===== src/rtl/rap_pkg.sv =====
// Package for the array-of-bulk-strings request parser: character codes,
// result kinds, parser phases, register indexes and default widths.
// No dependencies.
package rap_pkg;

  localparam int DEF_ARG_BITS = 10;
  localparam int DEF_LEN_BITS = 24;

  localparam longint unsigned DEF_MAX_ARGS     = 1023;
  localparam longint unsigned DEF_MAX_BULK_LEN = 524288;

  localparam logic [7:0] CH_STAR   = 8'h2A;
  localparam logic [7:0] CH_DOLLAR = 8'h24;
  localparam logic [7:0] CH_CR     = 8'h0D;
  localparam logic [7:0] CH_LF     = 8'h0A;
  localparam logic [7:0] CH_ZERO   = 8'h30;
  localparam logic [7:0] CH_NINE   = 8'h39;

  localparam int CFG_IDX_W = 1;

  typedef enum logic [CFG_IDX_W-1:0] {
    CFG_MAX_ARGS     = 1'b0,
    CFG_MAX_BULK_LEN = 1'b1
  } cfg_idx_t;

  typedef enum logic [1:0] {
    KIND_PAYLOAD   = 2'd0,
    KIND_EMPTY_ARG = 2'd1,
    KIND_ERROR     = 2'd2
  } kind_t;

  typedef enum logic [7:0] {
    PH_HUNT     = 8'b0000_0001,
    PH_COUNT    = 8'b0000_0010,
    PH_COUNT_LF = 8'b0000_0100,
    PH_DOLLAR   = 8'b0000_1000,
    PH_LEN      = 8'b0001_0000,
    PH_LEN_LF   = 8'b0010_0000,
    PH_PAYLOAD  = 8'b0100_0000,
    PH_TRAILER  = 8'b1000_0000
  } phase_t;

endpackage


===== src/rtl/rap_cfg.sv =====
// Configuration register file of the request parser: argument count and
// argument length limits. Depends on rap_pkg.
module rap_cfg
  import rap_pkg::*;
#(
  parameter int ARG_BITS = DEF_ARG_BITS,
  parameter int LEN_BITS = DEF_LEN_BITS,
  localparam int CFG_W = (LEN_BITS > ARG_BITS) ? LEN_BITS : ARG_BITS
) (
  input  logic                 clk,
  input  logic                 rst_n,
  input  logic                 cfg_valid,
  output logic                 cfg_ready,
  input  logic [CFG_IDX_W-1:0] cfg_index,
  input  logic [CFG_W-1:0]     cfg_data,
  output logic [ARG_BITS-1:0]  max_args,
  output logic [LEN_BITS-1:0]  max_bulk_len
);

  localparam logic [63:0] ARG_ALL = (64'd1 << ARG_BITS) - 64'd1;
  localparam logic [63:0] LEN_ALL = (64'd1 << LEN_BITS) - 64'd1;
  localparam logic [63:0] RST_ARGS =
    (64'(DEF_MAX_ARGS) > ARG_ALL) ? ARG_ALL : 64'(DEF_MAX_ARGS);
  localparam logic [63:0] RST_LEN =
    (64'(DEF_MAX_BULK_LEN) > LEN_ALL) ? LEN_ALL : 64'(DEF_MAX_BULK_LEN);

  logic [ARG_BITS-1:0] max_args_r;
  logic [LEN_BITS-1:0] max_bulk_len_r;

  assign cfg_ready    = 1'b1;
  assign max_args     = max_args_r;
  assign max_bulk_len = max_bulk_len_r;

  always_ff @(posedge clk) begin
    if (!rst_n) begin
      max_args_r     <= RST_ARGS[ARG_BITS-1:0];
      max_bulk_len_r <= RST_LEN[LEN_BITS-1:0];
    end else if (cfg_valid) begin
      case (cfg_idx_t'(cfg_index))
        CFG_MAX_ARGS:     max_args_r     <= cfg_data[ARG_BITS-1:0];
        CFG_MAX_BULK_LEN: max_bulk_len_r <= cfg_data[LEN_BITS-1:0];
        default: ;
      endcase
    end
  end

endmodule


===== src/rtl/rap_core.sv =====
// Parser core: input byte register, phase machine with number and argument
// counters, and the result register. Depends on rap_pkg.
module rap_core
  import rap_pkg::*;
#(
  parameter int ARG_BITS = DEF_ARG_BITS,
  parameter int LEN_BITS = DEF_LEN_BITS
) (
  input  logic                clk,
  input  logic                rst_n,
  input  logic [ARG_BITS-1:0] max_args,
  input  logic [LEN_BITS-1:0] max_bulk_len,
  input  logic                in_valid,
  output logic                in_ready,
  input  logic [7:0]          in_byte,
  output logic                out_valid,
  input  logic                out_ready,
  output logic [1:0]          out_kind,
  output logic [7:0]          out_data,
  output logic [ARG_BITS-1:0] out_arg_index,
  output logic                out_last_arg,
  output logic                out_last_cmd
);

  localparam int ACC_W = (LEN_BITS > ARG_BITS) ? LEN_BITS : ARG_BITS;
  localparam int V_W   = ACC_W + 4;

  // input register
  logic       in_valid_r;
  logic [7:0] byte_r;
  logic       advance;

  // parser state
  phase_t              phase_r, phase_nxt;
  logic [ACC_W-1:0]    accum_r, accum_nxt;
  logic                digit_seen_r, digit_seen_nxt;
  logic [ARG_BITS-1:0] args_left_r, args_left_nxt;
  logic [ARG_BITS-1:0] arg_number_r, arg_number_nxt;
  logic [LEN_BITS-1:0] bytes_left_r, bytes_left_nxt;
  logic [1:0]          trailer_left_r, trailer_left_nxt;

  // result register
  logic                out_valid_r;
  kind_t               kind_r, kind_nxt;
  logic [7:0]          data_r, data_nxt;
  logic [ARG_BITS-1:0] idx_r, idx_nxt;
  logic                last_arg_r, last_arg_nxt;
  logic                last_cmd_r, last_cmd_nxt;
  logic                emit;

  logic             is_digit;
  logic [V_W-1:0]   num_v;
  logic [V_W-1:0]   limit;
  logic             over;
  logic [1:0]       trailer_dec;
  logic [ARG_BITS-1:0] args_dec;

  assign advance  = in_valid_r && (!out_valid_r || out_ready);
  assign in_ready = !in_valid_r || advance;

  assign is_digit = byte_r inside {[CH_ZERO:CH_NINE]};
  assign num_v    = V_W'({accum_r, 3'b000}) + V_W'({accum_r, 1'b0})
                  + V_W'(byte_r - CH_ZERO);
  assign limit    = (phase_r == PH_COUNT) ? V_W'(max_args) : V_W'(max_bulk_len);
  assign over     = num_v > limit;
  assign trailer_dec = trailer_left_r - 2'd1;
  assign args_dec    = args_left_r - ARG_BITS'(1);

  always_comb begin
    logic fail;
    fail             = 1'b0;
    emit             = 1'b0;
    phase_nxt        = phase_r;
    accum_nxt        = accum_r;
    digit_seen_nxt   = digit_seen_r;
    args_left_nxt    = args_left_r;
    arg_number_nxt   = arg_number_r;
    bytes_left_nxt   = bytes_left_r;
    trailer_left_nxt = trailer_left_r;
    kind_nxt         = KIND_PAYLOAD;
    data_nxt         = 8'h00;
    idx_nxt          = arg_number_r;
    last_arg_nxt     = 1'b0;
    last_cmd_nxt     = 1'b0;

    case (phase_r)
      PH_HUNT: begin
        if (byte_r == CH_STAR) begin
          phase_nxt      = PH_COUNT;
          accum_nxt      = '0;
          digit_seen_nxt = 1'b0;
          arg_number_nxt = '0;
        end
      end
      PH_COUNT, PH_LEN: begin
        if (is_digit) begin
          if (over) begin
            fail = 1'b1;
          end else begin
            accum_nxt      = num_v[ACC_W-1:0];
            digit_seen_nxt = 1'b1;
          end
        end else if (byte_r == CH_CR && digit_seen_r) begin
          phase_nxt = (phase_r == PH_COUNT) ? PH_COUNT_LF : PH_LEN_LF;
        end else begin
          fail = 1'b1;
        end
      end
      PH_COUNT_LF: begin
        if (byte_r != CH_LF) begin
          fail = 1'b1;
        end else begin
          args_left_nxt  = accum_r[ARG_BITS-1:0];
          arg_number_nxt = '0;
          accum_nxt      = '0;
          digit_seen_nxt = 1'b0;
          phase_nxt      = (accum_r[ARG_BITS-1:0] == '0) ? PH_HUNT : PH_DOLLAR;
        end
      end
      PH_DOLLAR: begin
        if (byte_r != CH_DOLLAR) begin
          fail = 1'b1;
        end else begin
          accum_nxt      = '0;
          digit_seen_nxt = 1'b0;
          phase_nxt      = PH_LEN;
        end
      end
      PH_LEN_LF: begin
        if (byte_r != CH_LF) begin
          fail = 1'b1;
        end else begin
          bytes_left_nxt = accum_r[LEN_BITS-1:0];
          accum_nxt      = '0;
          digit_seen_nxt = 1'b0;
          if (accum_r[LEN_BITS-1:0] == '0) begin
            emit             = 1'b1;
            kind_nxt         = KIND_EMPTY_ARG;
            last_arg_nxt     = 1'b1;
            last_cmd_nxt     = (args_left_r == ARG_BITS'(1));
            trailer_left_nxt = 2'd2;
            phase_nxt        = PH_TRAILER;
          end else begin
            phase_nxt = PH_PAYLOAD;
          end
        end
      end
      PH_PAYLOAD: begin
        emit           = 1'b1;
        kind_nxt       = KIND_PAYLOAD;
        data_nxt       = byte_r;
        last_arg_nxt   = (bytes_left_r == LEN_BITS'(1));
        last_cmd_nxt   = (bytes_left_r == LEN_BITS'(1)) && (args_left_r == ARG_BITS'(1));
        bytes_left_nxt = bytes_left_r - LEN_BITS'(1);
        if (bytes_left_r == LEN_BITS'(1)) begin
          trailer_left_nxt = 2'd2;
          phase_nxt        = PH_TRAILER;
        end
      end
      PH_TRAILER: begin
        trailer_left_nxt = trailer_dec;
        if (trailer_dec == 2'd0) begin
          args_left_nxt = args_dec;
          if (args_dec == '0) begin
            arg_number_nxt = '0;
            phase_nxt      = PH_HUNT;
          end else begin
            arg_number_nxt = arg_number_r + ARG_BITS'(1);
            phase_nxt      = PH_DOLLAR;
          end
        end
      end
      default: begin
        phase_nxt = PH_HUNT;
      end
    endcase

    if (fail) begin
      emit             = 1'b1;
      kind_nxt         = KIND_ERROR;
      data_nxt         = 8'h00;
      idx_nxt          = arg_number_r;
      last_arg_nxt     = 1'b0;
      last_cmd_nxt     = 1'b0;
      phase_nxt        = PH_HUNT;
      accum_nxt        = '0;
      digit_seen_nxt   = 1'b0;
      args_left_nxt    = '0;
      arg_number_nxt   = '0;
      bytes_left_nxt   = '0;
      trailer_left_nxt = 2'd0;
    end
  end

  always_ff @(posedge clk) begin
    if (!rst_n) begin
      in_valid_r     <= 1'b0;
      out_valid_r    <= 1'b0;
      phase_r        <= PH_HUNT;
      accum_r        <= '0;
      digit_seen_r   <= 1'b0;
      args_left_r    <= '0;
      arg_number_r   <= '0;
      bytes_left_r   <= '0;
      trailer_left_r <= 2'd0;
    end else begin
      if (in_ready) begin
        in_valid_r <= in_valid;
      end
      if (advance) begin
        phase_r        <= phase_nxt;
        accum_r        <= accum_nxt;
        digit_seen_r   <= digit_seen_nxt;
        args_left_r    <= args_left_nxt;
        arg_number_r   <= arg_number_nxt;
        bytes_left_r   <= bytes_left_nxt;
        trailer_left_r <= trailer_left_nxt;
      end
      if (advance && emit) begin
        out_valid_r <= 1'b1;
      end else if (out_ready) begin
        out_valid_r <= 1'b0;
      end
    end
  end

  always_ff @(posedge clk) begin
    if (in_ready && in_valid) begin
      byte_r <= in_byte;
    end
    if (advance && emit) begin
      kind_r     <= kind_nxt;
      data_r     <= data_nxt;
      idx_r      <= idx_nxt;
      last_arg_r <= last_arg_nxt;
      last_cmd_r <= last_cmd_nxt;
    end
  end

  assign out_valid     = out_valid_r;
  assign out_kind      = kind_r;
  assign out_data      = data_r;
  assign out_arg_index = idx_r;
  assign out_last_arg  = last_arg_r;
  assign out_last_cmd  = last_cmd_r;

endmodule


===== src/rtl/resp_array_command_parser.sv =====
// Top level of the array-of-bulk-strings request parser.
// Depends on rap_pkg, rap_cfg and rap_core.
//
//   channel | ports            | moves
//   --------+------------------+-------------------------------------------
//   input   | in_t*            | one request byte per transaction
//   result  | out_t*           | payload byte, empty argument or error
//   config  | cfg_*            | limit register write
//
// One byte per clock sustained while the result is not stalled; a byte accepted
// into the input register is processed by the phase machine and lands in the result register.
// Reset (rst_n low, synchronous) empties both registers, returns to star
// hunting and loads the default limits.
// A stalled result holds the phase machine; the input register still takes a
// byte only while it is empty, and in_tready drops once it is full.
module resp_array_command_parser
  import rap_pkg::*;
#(
  parameter int ARG_BITS = DEF_ARG_BITS,
  parameter int LEN_BITS = DEF_LEN_BITS,
  localparam int CFG_W  = (LEN_BITS > ARG_BITS) ? LEN_BITS : ARG_BITS,
  localparam int DATA_W = ((8 + ARG_BITS + 7) / 8) * 8
) (
  input  logic                 clk,
  input  logic                 rst_n,
  input  logic                 in_tvalid,
  output logic                 in_tready,
  input  logic [7:0]           in_tdata,    // [7:0] byte_in
  output logic                 out_tvalid,
  input  logic                 out_tready,
  output logic [DATA_W-1:0]    out_tdata,   // data_out, arg_index, zero pad
  output logic [2:0]           out_tuser,   // kind [1:0], last_of_arg [2]
  output logic                 out_tlast,   // last_of_command
  input  logic                 cfg_valid,
  output logic                 cfg_ready,
  input  logic [CFG_IDX_W-1:0] cfg_index,
  input  logic [CFG_W-1:0]     cfg_data
);

  logic [ARG_BITS-1:0] max_args;
  logic [LEN_BITS-1:0] max_bulk_len;
  logic [1:0]          kind;
  logic [7:0]          data_out;
  logic [ARG_BITS-1:0] arg_index;
  logic                last_arg;

  rap_cfg #(
    .ARG_BITS (ARG_BITS),
    .LEN_BITS (LEN_BITS)
  ) u_cfg (
    .clk          (clk),
    .rst_n        (rst_n),
    .cfg_valid    (cfg_valid),
    .cfg_ready    (cfg_ready),
    .cfg_index    (cfg_index),
    .cfg_data     (cfg_data),
    .max_args     (max_args),
    .max_bulk_len (max_bulk_len)
  );

  rap_core #(
    .ARG_BITS (ARG_BITS),
    .LEN_BITS (LEN_BITS)
  ) u_core (
    .clk           (clk),
    .rst_n         (rst_n),
    .max_args      (max_args),
    .max_bulk_len  (max_bulk_len),
    .in_valid      (in_tvalid),
    .in_ready      (in_tready),
    .in_byte       (in_tdata),
    .out_valid     (out_tvalid),
    .out_ready     (out_tready),
    .out_kind      (kind),
    .out_data      (data_out),
    .out_arg_index (arg_index),
    .out_last_arg  (last_arg),
    .out_last_cmd  (out_tlast)
  );

  assign out_tdata = DATA_W'({arg_index, data_out});
  assign out_tuser = {last_arg, kind};

endmodule


===== config.mk =====
export PLATFORM = sky130hd
export DESIGN_NAME = resp_array_command_parser
export DESIGN_NICKNAME = d
export VERILOG_FILES = /design/src/rtl/rap_pkg.sv /design/src/rtl/rap_cfg.sv /design/src/rtl/rap_core.sv /design/src/rtl/resp_array_command_parser.sv
export SDC_FILE = /design/constraint.sdc
export NUM_CORES = 1
export LEC_CHECK = 0
export BUFFER_PORTS_ARGS = -buffer_cell sky130_fd_sc_hd__buf_2
export CAP_MARGIN = 5
export CORE_ASPECT_RATIO = 0.75
export CORE_MARGIN = 5
export CORE_UTILIZATION = 57
export CTS_BUF_LIST = sky130_fd_sc_hd__clkbuf_2 sky130_fd_sc_hd__clkbuf_4 sky130_fd_sc_hd__clkbuf_8
export DETAILED_ROUTE_END_ITERATION = 10
export PLACE_DENSITY_LB_ADDON = 0.2
export RECOVER_POWER = 25
export SLEW_MARGIN = 40
export SYNTH_ARGS = -nofsm -noshare
export SYNTH_HDL_FRONTEND = slang
export SYNTH_HIERARCHICAL = 1
export SYNTH_SLANG_ARGS = --single-unit

===== constraint.sdc =====
create_clock -name clk -period 7.4 [get_ports clk]
set_input_delay 0.74 -clock clk [delete_from_list [all_inputs] [get_ports clk]]
set_output_delay 0.74 -clock clk [all_outputs]
set_load 0.05 [all_outputs]

==> metrics.log, run 1 <==
INFO  metric final_layout_size_suffix_gt1_share = between 10% and 20%
INFO  metric via_count_of_the_first_global_routing_pass = 8,030
INFO  metric post_drt_wl_per_cell = approximately 19 µm
INFO  metric die_area = about 20,000 µm²
INFO  metric rsz_0062_raised_after_global_routing = no
INFO  metric synthTopCellsByArea = dfxtp_1, edfxtp_1, ha_1
INFO  metric gr-max-usage-layer = met1
INFO  metric cts_max_level = 4
INFO  metric cts_made_buffers = 17
INFO  metric grt_pass1_wl = between 40 and 50 mm
INFO  metric io_pins = between 60 and 70
INFO  metric chipWidth = ~160 µm
INFO  metric worst_r2r_startpoint = u_core/byte_r[5]
INFO  metric power_density = approximately 160 nW/µm²
INFO  metric post_cts.resized_instances = 0
INFO  metric die-height = between 100 and 150 µm
INFO  metric netlist.top_cell.by_area = dfxtp_1
INFO  metric fin_tns_setup = 0 ps
INFO  metric slowest_stage = nor3_4
INFO  metric layout_common_cells = dfxtp_1, nand2_1, a21oi_1, nor2_1, o21ai_0
INFO  metric asyncSetResetFlopFracSynth = 0%
INFO  metric status = complete, but fails checks
INFO  metric final_setup_vio_count = 0
INFO  metric filler_cell_count = roughly 1,500
INFO  metric setup.worst_path.end = u_core/out_arg_index[8]
INFO  metric clock-skew-final = ~20 ps
INFO  metric area_of_the_mapped_netlist = just under 10,000 µm²
INFO  metric post_placement_cell_count = roughly 1,300
INFO  metric syn-instance-count = between 1,000 and 1,500
INFO  metric max_freq = approximately 140 MHz
INFO  metric synth-seq-cells = about 150
INFO  metric leakage = ~4.3 nW
INFO  metric cts.sink_count = 145
INFO  metric vias_per_cell = around 6.3
INFO  metric r2r_cells = 21
INFO  metric antenna_found_initial = 0
INFO  metric max_cap_violations = 2
INFO  metric critical-path-top-cell-by-count = ha_1
INFO  metric synth-warning-count = 6
INFO  metric grt_util_met3 = 5.326%
INFO  metric grt_start_max_net_pins = between 90 and 100
INFO  metric place.port_buffers = about 60
INFO  metric globalRouteOverflowTotal = 0
INFO  metric tritoncts = built
INFO  metric place_area = 10,230 µm²
INFO  metric cts_hold_repair_buffers = 0
INFO  metric drt_pass1_iterations = 5
INFO  metric tightestPinTransition = around 1700 ps
INFO  metric critPathRequiredTime = around 7500 ps
INFO  metric post_drt_antenna_nets = 0
INFO  metric core-area = 16,930 µm²
INFO  metric cts.repair_timing.setup_buffer_count = 0
INFO  metric synth_cell_type_count = 84
INFO  metric synth_top_area_share = 23.23%
INFO  metric crit-reg2reg-capture = u_core/out_arg_index[8]
INFO  metric worst-r2r-setup-slack = between 400 and 500 ps
INFO  metric via_count = 8,624
INFO  metric clkLatencyLatePin = roughly 460 ps
INFO  metric timing.critical_path.fanout_max = 25
INFO  metric crit_path_cell_trace = ha_1 -> nor3_4 -> fa_1 -> ha_1 -> a21o_1 -> a211oi_2 -> o31a_1 -> nand2_2 -> a31oi_1 -> o221ai_1 -> a21oi_1 -> xnor2_1 -> ha_1 -> nand4_1 -> nor4_1 -> o311a_1 -> o21ai_0 -> o2111a_2 -> o21a_4 -> a21oi_2 -> buf_4
INFO  metric finalWirelength = roughly 26 mm
INFO  metric setup.worst_path.class = reg2reg
INFO  metric leading_register_cell_type_out_of_synthesis = dfxtp_1
INFO  metric postLayoutCellArea = about 11,000 µm²
INFO  metric timing_hold_violations_final = 0
INFO  metric cp-startpoint = u_core/byte_r[5]
INFO  metric final_net_count = about 1,300
INFO  metric initial_utilization = around three fifths
INFO  metric gr-usage-met2 = between 30% and 40%
INFO  metric critPathArrivalTime = between 7000 and 8000 ps
INFO  metric slew_viol_final = 52
INFO  metric post-route-util = between 60% and 70%
INFO  metric drt_drc_violations_left = 0
INFO  metric clock_tree_root_driver_cell = clkbuf_8
INFO  metric crit_path_end_kind = flip-flop
INFO  metric cts_clock_pin_slew_for_the_worst_setup_and_hold_paths = around 80 ps
INFO  metric hold_slack = 456.9 ps
INFO  metric drt_iter0_markers = around 830
INFO  metric remaining_max_slew_budget_at_the_tightest_pin = -14.49%
INFO  metric worstHoldPathType = in2reg
INFO  metric avgSynthCellArea = approximately 8.8 µm²
INFO  metric violated_checks = capacitance limit, slew limit
INFO  metric number_of_cells_in_the_finished_layout_apart_from_fillers = 1,377
INFO  metric finalCritPeriodShare = a little over nine tenths
INFO  metric grt_usage = between 20% and 30%
INFO  metric ys_seq_area_share = 32.32%
INFO  metric timing.critical_path.from_type = flip-flop
INFO  metric dp_hpwl = around 19 mm
INFO  metric cp_slowest_stage_delay = roughly 570 ps
INFO  metric place_congestion = about 0.94
INFO  metric synth_enable_flop_cells = 30
INFO  metric ir_drop = 0.1356 mV
INFO  metric area.growth.synth_to_final = 7.106%
INFO  metric final_common_cell = dfxtp_1
INFO  metric clockBufferDepth = 2
INFO  metric final_critical_path_required_period = just under 7000 ps
INFO  metric std_cell_rows = between 40 and 50
INFO  metric antenna_diode_count = 0
INFO  metric groute.layer.met1.usage = slightly below 40%
## stage by stage
stage | setup slack (ps) | total power, mW
floorplan | 276.0 | 0.9932
global placement | 728.0 | 1.036
detailed placement | 598.3 | 1.040
CTS | 539.1 | 1.696
global route | 95.89 | 1.754
finish | 446.7 | 1.681
## worst max-delay path, delay by kind of cell (launching register included)
family,cells,cell delay [ps]
AOI/OAI and AO/OA,11,2910
buffers and inverters,1,340
DFF,1,450
and+or+nand+nor,4,1250
xor gates and xnor gates,1,120
adders and majority gates,4,1570
## worst min path at each step
stage	to	start	slack, ps	cells after the start
global route	u_core/byte_r[7]	in_tdata[7]	420	1
floorplan	u_cfg/max_bulk_len[0]	u_cfg/max_bulk_len[0]	430	2
CTS	u_core/byte_r[2]	in_tdata[2]	430	1
global placement	u_cfg/max_bulk_len[6]	u_cfg/max_bulk_len[6]	450	2
finish	u_core/byte_r[0]	in_tdata[0]	460	1
detailed placement	u_cfg/max_bulk_len[4]	u_cfg/max_bulk_len[4]	450	2
## synthesized netlist by cell type, drive strengths merged, types with 5 or more instances
master and number:
xor2 16, o21ai 81, nand3 32, xnor2 27, o21a 12, a31oi 26
nor4 17, inv 44, edfxtp 30, a22oi 26, a211oi 13, or3 6
nand4 40, nor2 86, a21oi 87, nand2 105, fa 23, a21o 7
buf 40, ha 62, nand3b 16, nor3 24, and3 10, dfxtp 115
nor2b 5, clkbuf 29, and2 15, mux2i 12, nand2b 18, o211ai 19
## where the power goes
group	leakage, nW	switching, mW	internal [mW]	total [mW]
combinational	2.87	0.126	0.0674	0.194
sequential	1.27	0.0114	0.818	0.829
clock	0.199	0.318	0.341	0.659
## registers in the layout, summed over array words and instances, names as in the netlist, 2 cells and up
signal                 count
u_core/accum_r            24
u_core/out_data            8
u_core/out_arg_index      10
u_cfg/max_bulk_len        24
u_core/out_kind            2
u_core/bytes_left_r       24
u_core/phase_r             8
u_core/args_left_r        10
u_core/arg_number_r       10
u_core/trailer_left_r      2
u_cfg/max_args            10
u_core/byte_r              8
## logic make-up (layout without fill, tap and decap cells)
kind of cell	Yosys count	after routing	synth area share, %
AND/OR/NAND/NOR	391	391	20.65
other	2	7	0.07577
flip-flops	145	145	32.32
XOR/XNOR	43	43	3.800
adder cells (fa/ha/maj)	85	85	12.47
multiplexers	13	13	1.325
AO/OA/AOI/OAI	328	328	23.76
buffers and inverters	114	150	5.605
## layer usage
| metal | wire, µm | vias up |
|---|---|---|
| li1 | - | 4184 |
| met1 | 12840 | 4093 |
| met2 | 10940 | 314 |
| met3 | 1831 | 33 |
| met4 | 438 | 0 |
| met5 | 0 | - |
## area by class of cell
cell class                 instances  area, µm²  area share [%]
clock buffer                      19      249.0           2.345
clock inverter                    13      161.4           1.520
inverter                          45      168.9           1.591
multi-input combinational        867       6167           58.09
sequential                       145       3203           30.17
tap                              215      269.0           2.534
timing repair buffer              73      397.9           3.748
Power figures use the tool's default switching activity.
==> run 2: changes to the inputs <==
--- a/config.mk
+++ b/config.mk
@@ -9,7 +9,7 @@
 export CAP_MARGIN = 5
 export CORE_ASPECT_RATIO = 0.75
 export CORE_MARGIN = 5
-export CORE_UTILIZATION = 57
+export CORE_UTILIZATION = 63
 export CTS_BUF_LIST = sky130_fd_sc_hd__clkbuf_2 sky130_fd_sc_hd__clkbuf_4 sky130_fd_sc_hd__clkbuf_8
 export DETAILED_ROUTE_END_ITERATION = 10
 export PLACE_DENSITY_LB_ADDON = 0.2
==> constraint.sdc (replaced) <==
create_clock -name clk -period 7.3 [get_ports clk]
set_input_delay 0.73 -clock clk [delete_from_list [all_inputs] [get_ports clk]]
set_output_delay 0.73 -clock clk [all_outputs]
set_load 0.05 [all_outputs]
==> run 2 against run 1 <==
The run still ends with capacitance limit, slew limit left; clock power is 4.9% lower; first-iteration DRC count is 14% higher; total power is 0.99% lower; critical path type unchanged; largest power group unchanged.
==> metrics.log, run 2 (synthesized netlist as in run 1, its figures left out) <==
INFO  metric max_freq = ~150 MHz
INFO  metric die-height = 118.6 µm
INFO  metric place.port_buffers = 61
INFO  metric postLayoutCellArea = between 10,000 and 15,000 µm²
INFO  metric cp_slowest_stage_delay = ~530 ps
INFO  metric via_count_of_the_first_global_routing_pass = roughly 8,100
INFO  metric p_seq_share = between 50% and 60%
INFO  metric final_layout_size_suffix_gt1_share = about 17%
INFO  metric critPathArrivalTime = ~6900 ps
INFO  metric post_drt_antenna_nets = 0
INFO  metric timing.critical_path.fanout_max = 25
INFO  metric critPathRequiredTime = 7700 ps
INFO  metric place_congestion = about 1.1
INFO  metric worstHoldPathType = in2reg
INFO  metric post_drt_wl_per_cell = about 18 µm
INFO  metric final_common_cell = dfxtp_1
INFO  metric final_critical_path_required_period = between 6000 and 7000 ps
INFO  metric antenna_found_initial = 0
INFO  metric setup.worst_path.class = reg2reg
INFO  metric remaining_max_slew_budget_at_the_tightest_pin = -10.93%
INFO  metric power_report.internal_total = 1.177 mW
INFO  metric tightestPinTransition = 1663 ps
INFO  metric clkLatencyLatePin = approximately 450 ps
INFO  metric status = complete, but fails checks
INFO  metric globalRouteOverflowTotal = 0
INFO  metric fin_tns_setup = 0 ps
INFO  metric timing.critical_path.from_type = flip-flop
INFO  metric antenna_diode_count = 0
INFO  metric final_setup_vio_count = 0
INFO  metric timing_hold_violations_final = 0
INFO  metric dp_hpwl = about 18 mm
INFO  metric rsz_0062_raised_after_global_routing = no
INFO  metric netSwitchingFraction = just under 30%
INFO  metric grt_usage = a little over a quarter
INFO  metric cts_made_buffers = 17
INFO  metric slowest_stage = fa_1
INFO  metric drt_iter0_markers = ~950
INFO  metric clock_tree_root_driver_cell = clkbuf_8
INFO  metric crit_path_end_kind = flip-flop
INFO  metric die_area = 18,370 µm²
INFO  metric core-area = roughly 15,000 µm²
INFO  metric critical-path-top-cell-by-count = ha_1
INFO  metric tritoncts = built
INFO  metric clock_power_share = 37.6%
INFO  metric slew_viol_final = 25
INFO  metric cts.repair_timing.setup_buffer_count = 0
INFO  metric violated_checks = capacitance limit, slew limit
INFO  metric final_net_count = 1,273
INFO  metric leakage = between 4 and 5 nW
INFO  metric layout_common_cells = dfxtp_1, nand2_1, a21oi_1, nor2_1, ha_1
INFO  metric power.share.combinational = a little under an eighth
INFO  metric clockBufferDepth = 2
INFO  metric initial_utilization = between 60% and 70%
INFO  metric drt_drc_violations_left = 0
INFO  metric grt_pass1_wl = 40.87 mm
INFO  metric power_switching = 0.4877 mW
INFO  metric via_count = a little under 9,000
INFO  metric crit_path_cell_trace = ha_1 -> nor3_4 -> fa_1 -> ha_1 -> nand2_1 -> o21bai_1 -> a211o_1 -> and3_1 -> o21ai_0 -> nor2_1 -> nor2_1 -> ha_1 -> a21o_1 -> a2111oi_0 -> a211o_1 -> o2111ai_1 -> o21ai_0 -> o2111ai_2 -> nor4_4 -> buf_4 -> nor3b_1 -> o21a_1
INFO  metric power_density = between 150 and 200 nW/µm²
INFO  metric area.growth.synth_to_final = 6.765%
INFO  metric vias_per_cell = roughly 6.5
INFO  metric cts.sink_count = approximately 150
INFO  metric grt_start_max_net_pins = 95
INFO  metric cts_max_level = 4
INFO  metric report.power.total = between 1.5 and 2 mW
INFO  metric std_cell_rows = 39
INFO  metric io_pins = roughly 70
INFO  metric max_cap_violations = 1
INFO  metric chipWidth = ~150 µm
INFO  metric finalCritPeriodShare = approximately nine tenths
INFO  metric clock-skew-final = 12.07 ps
INFO  metric cts_clock_pin_slew_for_the_worst_setup_and_hold_paths = 90 ps
INFO  metric drt_pass1_iterations = 6
INFO  metric filler_cell_count = ~1,200
INFO  metric post_cts.resized_instances = 0
INFO  metric finalWirelength = between 20 and 30 mm
INFO  metric cts_hold_repair_buffers = 0
INFO  metric ir_drop = 0.1275 mV
INFO  metric place_area = 10,220 µm²
run 2: cell count changes in the layout (fill, tap and decap cells not counted), moves of 2 or more:
cell       change
clkbuf_4       -2
clkinv_4       +2
clkinv_2       -2
bufinv_16      -2
o21ai_0        -3
buf_4          +3
inv_6          +4
o21ai_2        +3
run 2: power groups by stage:
| stage | Combinational [mW] | Clock (mW) | Sequential [mW] |
|---|---|---|---|
| 2_1_floorplan | 0.152 | 0 | 0.855 |
| 3_3_place_gp | 0.191 | 0 | 0.858 |
| 3_5_place_dp | 0.196 | 0 | 0.859 |
| 4_1_cts | 0.197 | 0.638 | 0.840 |
| 5_1_grt | 0.218 | 0.674 | 0.842 |
| 6_report | 0.198 | 0.627 | 0.840 |
run 2: path summary, 6_finish.rpt:
kind                           from                endpoint  slack, ps  depth (start not counted)
max                u_core/byte_r[5]      u_core/accum_r[20]        810                         22
min                     in_tdata[1]        u_core/byte_r[1]        440                          1
max reg2reg        u_core/byte_r[5]      u_core/accum_r[20]        810                         22
min reg2reg  u_cfg/max_bulk_len[10]  u_cfg/max_bulk_len[10]        460                          2
run 2: through the flow:
stage / setup slack, ps / hold slack [ps] / cells / utilization (%)
6_report: 814.1 / 444.7 / 1368 / 69.07
5_1_grt: 311.2 / 415.8 / 1368 / 69.07
4_1_cts: 892.2 / 411.0 / 1366 / 69.20
3_5_place_dp: 889.0 / 449.5 / 1334 / 66.71
3_3_place_gp: 1111 / 444.1 / 1334 / 66.67
2_1_floorplan: 176.0 / 432.5 / 1126 / -
run 2: metal layers:
layer | track usage (%) | up-vias | part of all wire, %
li1 | - | 4189 | -
met1 | 41.05 | 4200 | 47
met2 | 37.95 | 413 | 41
met3 | 7.161 | 42 | 9.7
met4 | 7.281 | 0 | 1.8
met5 | 0 | - | 0
run 2: cell type report:
cell class	instances	area, µm²	area share [%]
repair buffers	74	405.4	3.831
clock inverters	15	147.6	1.395
clock buffers	17	234.0	2.211
well taps	205	256.5	2.424
flip-flops and latches	145	3203	30.27
multi-input cells	867	6167	58.28
inverters	45	168.9	1.596
run 2: worst max-delay path: cells and delay by family (launching register included):
family          cells  cell delay, ps
compound gates     10            2480
simple gates        7            1560
fa+ha+maj           4            1500
flops               1             460
buf+inv             1             410
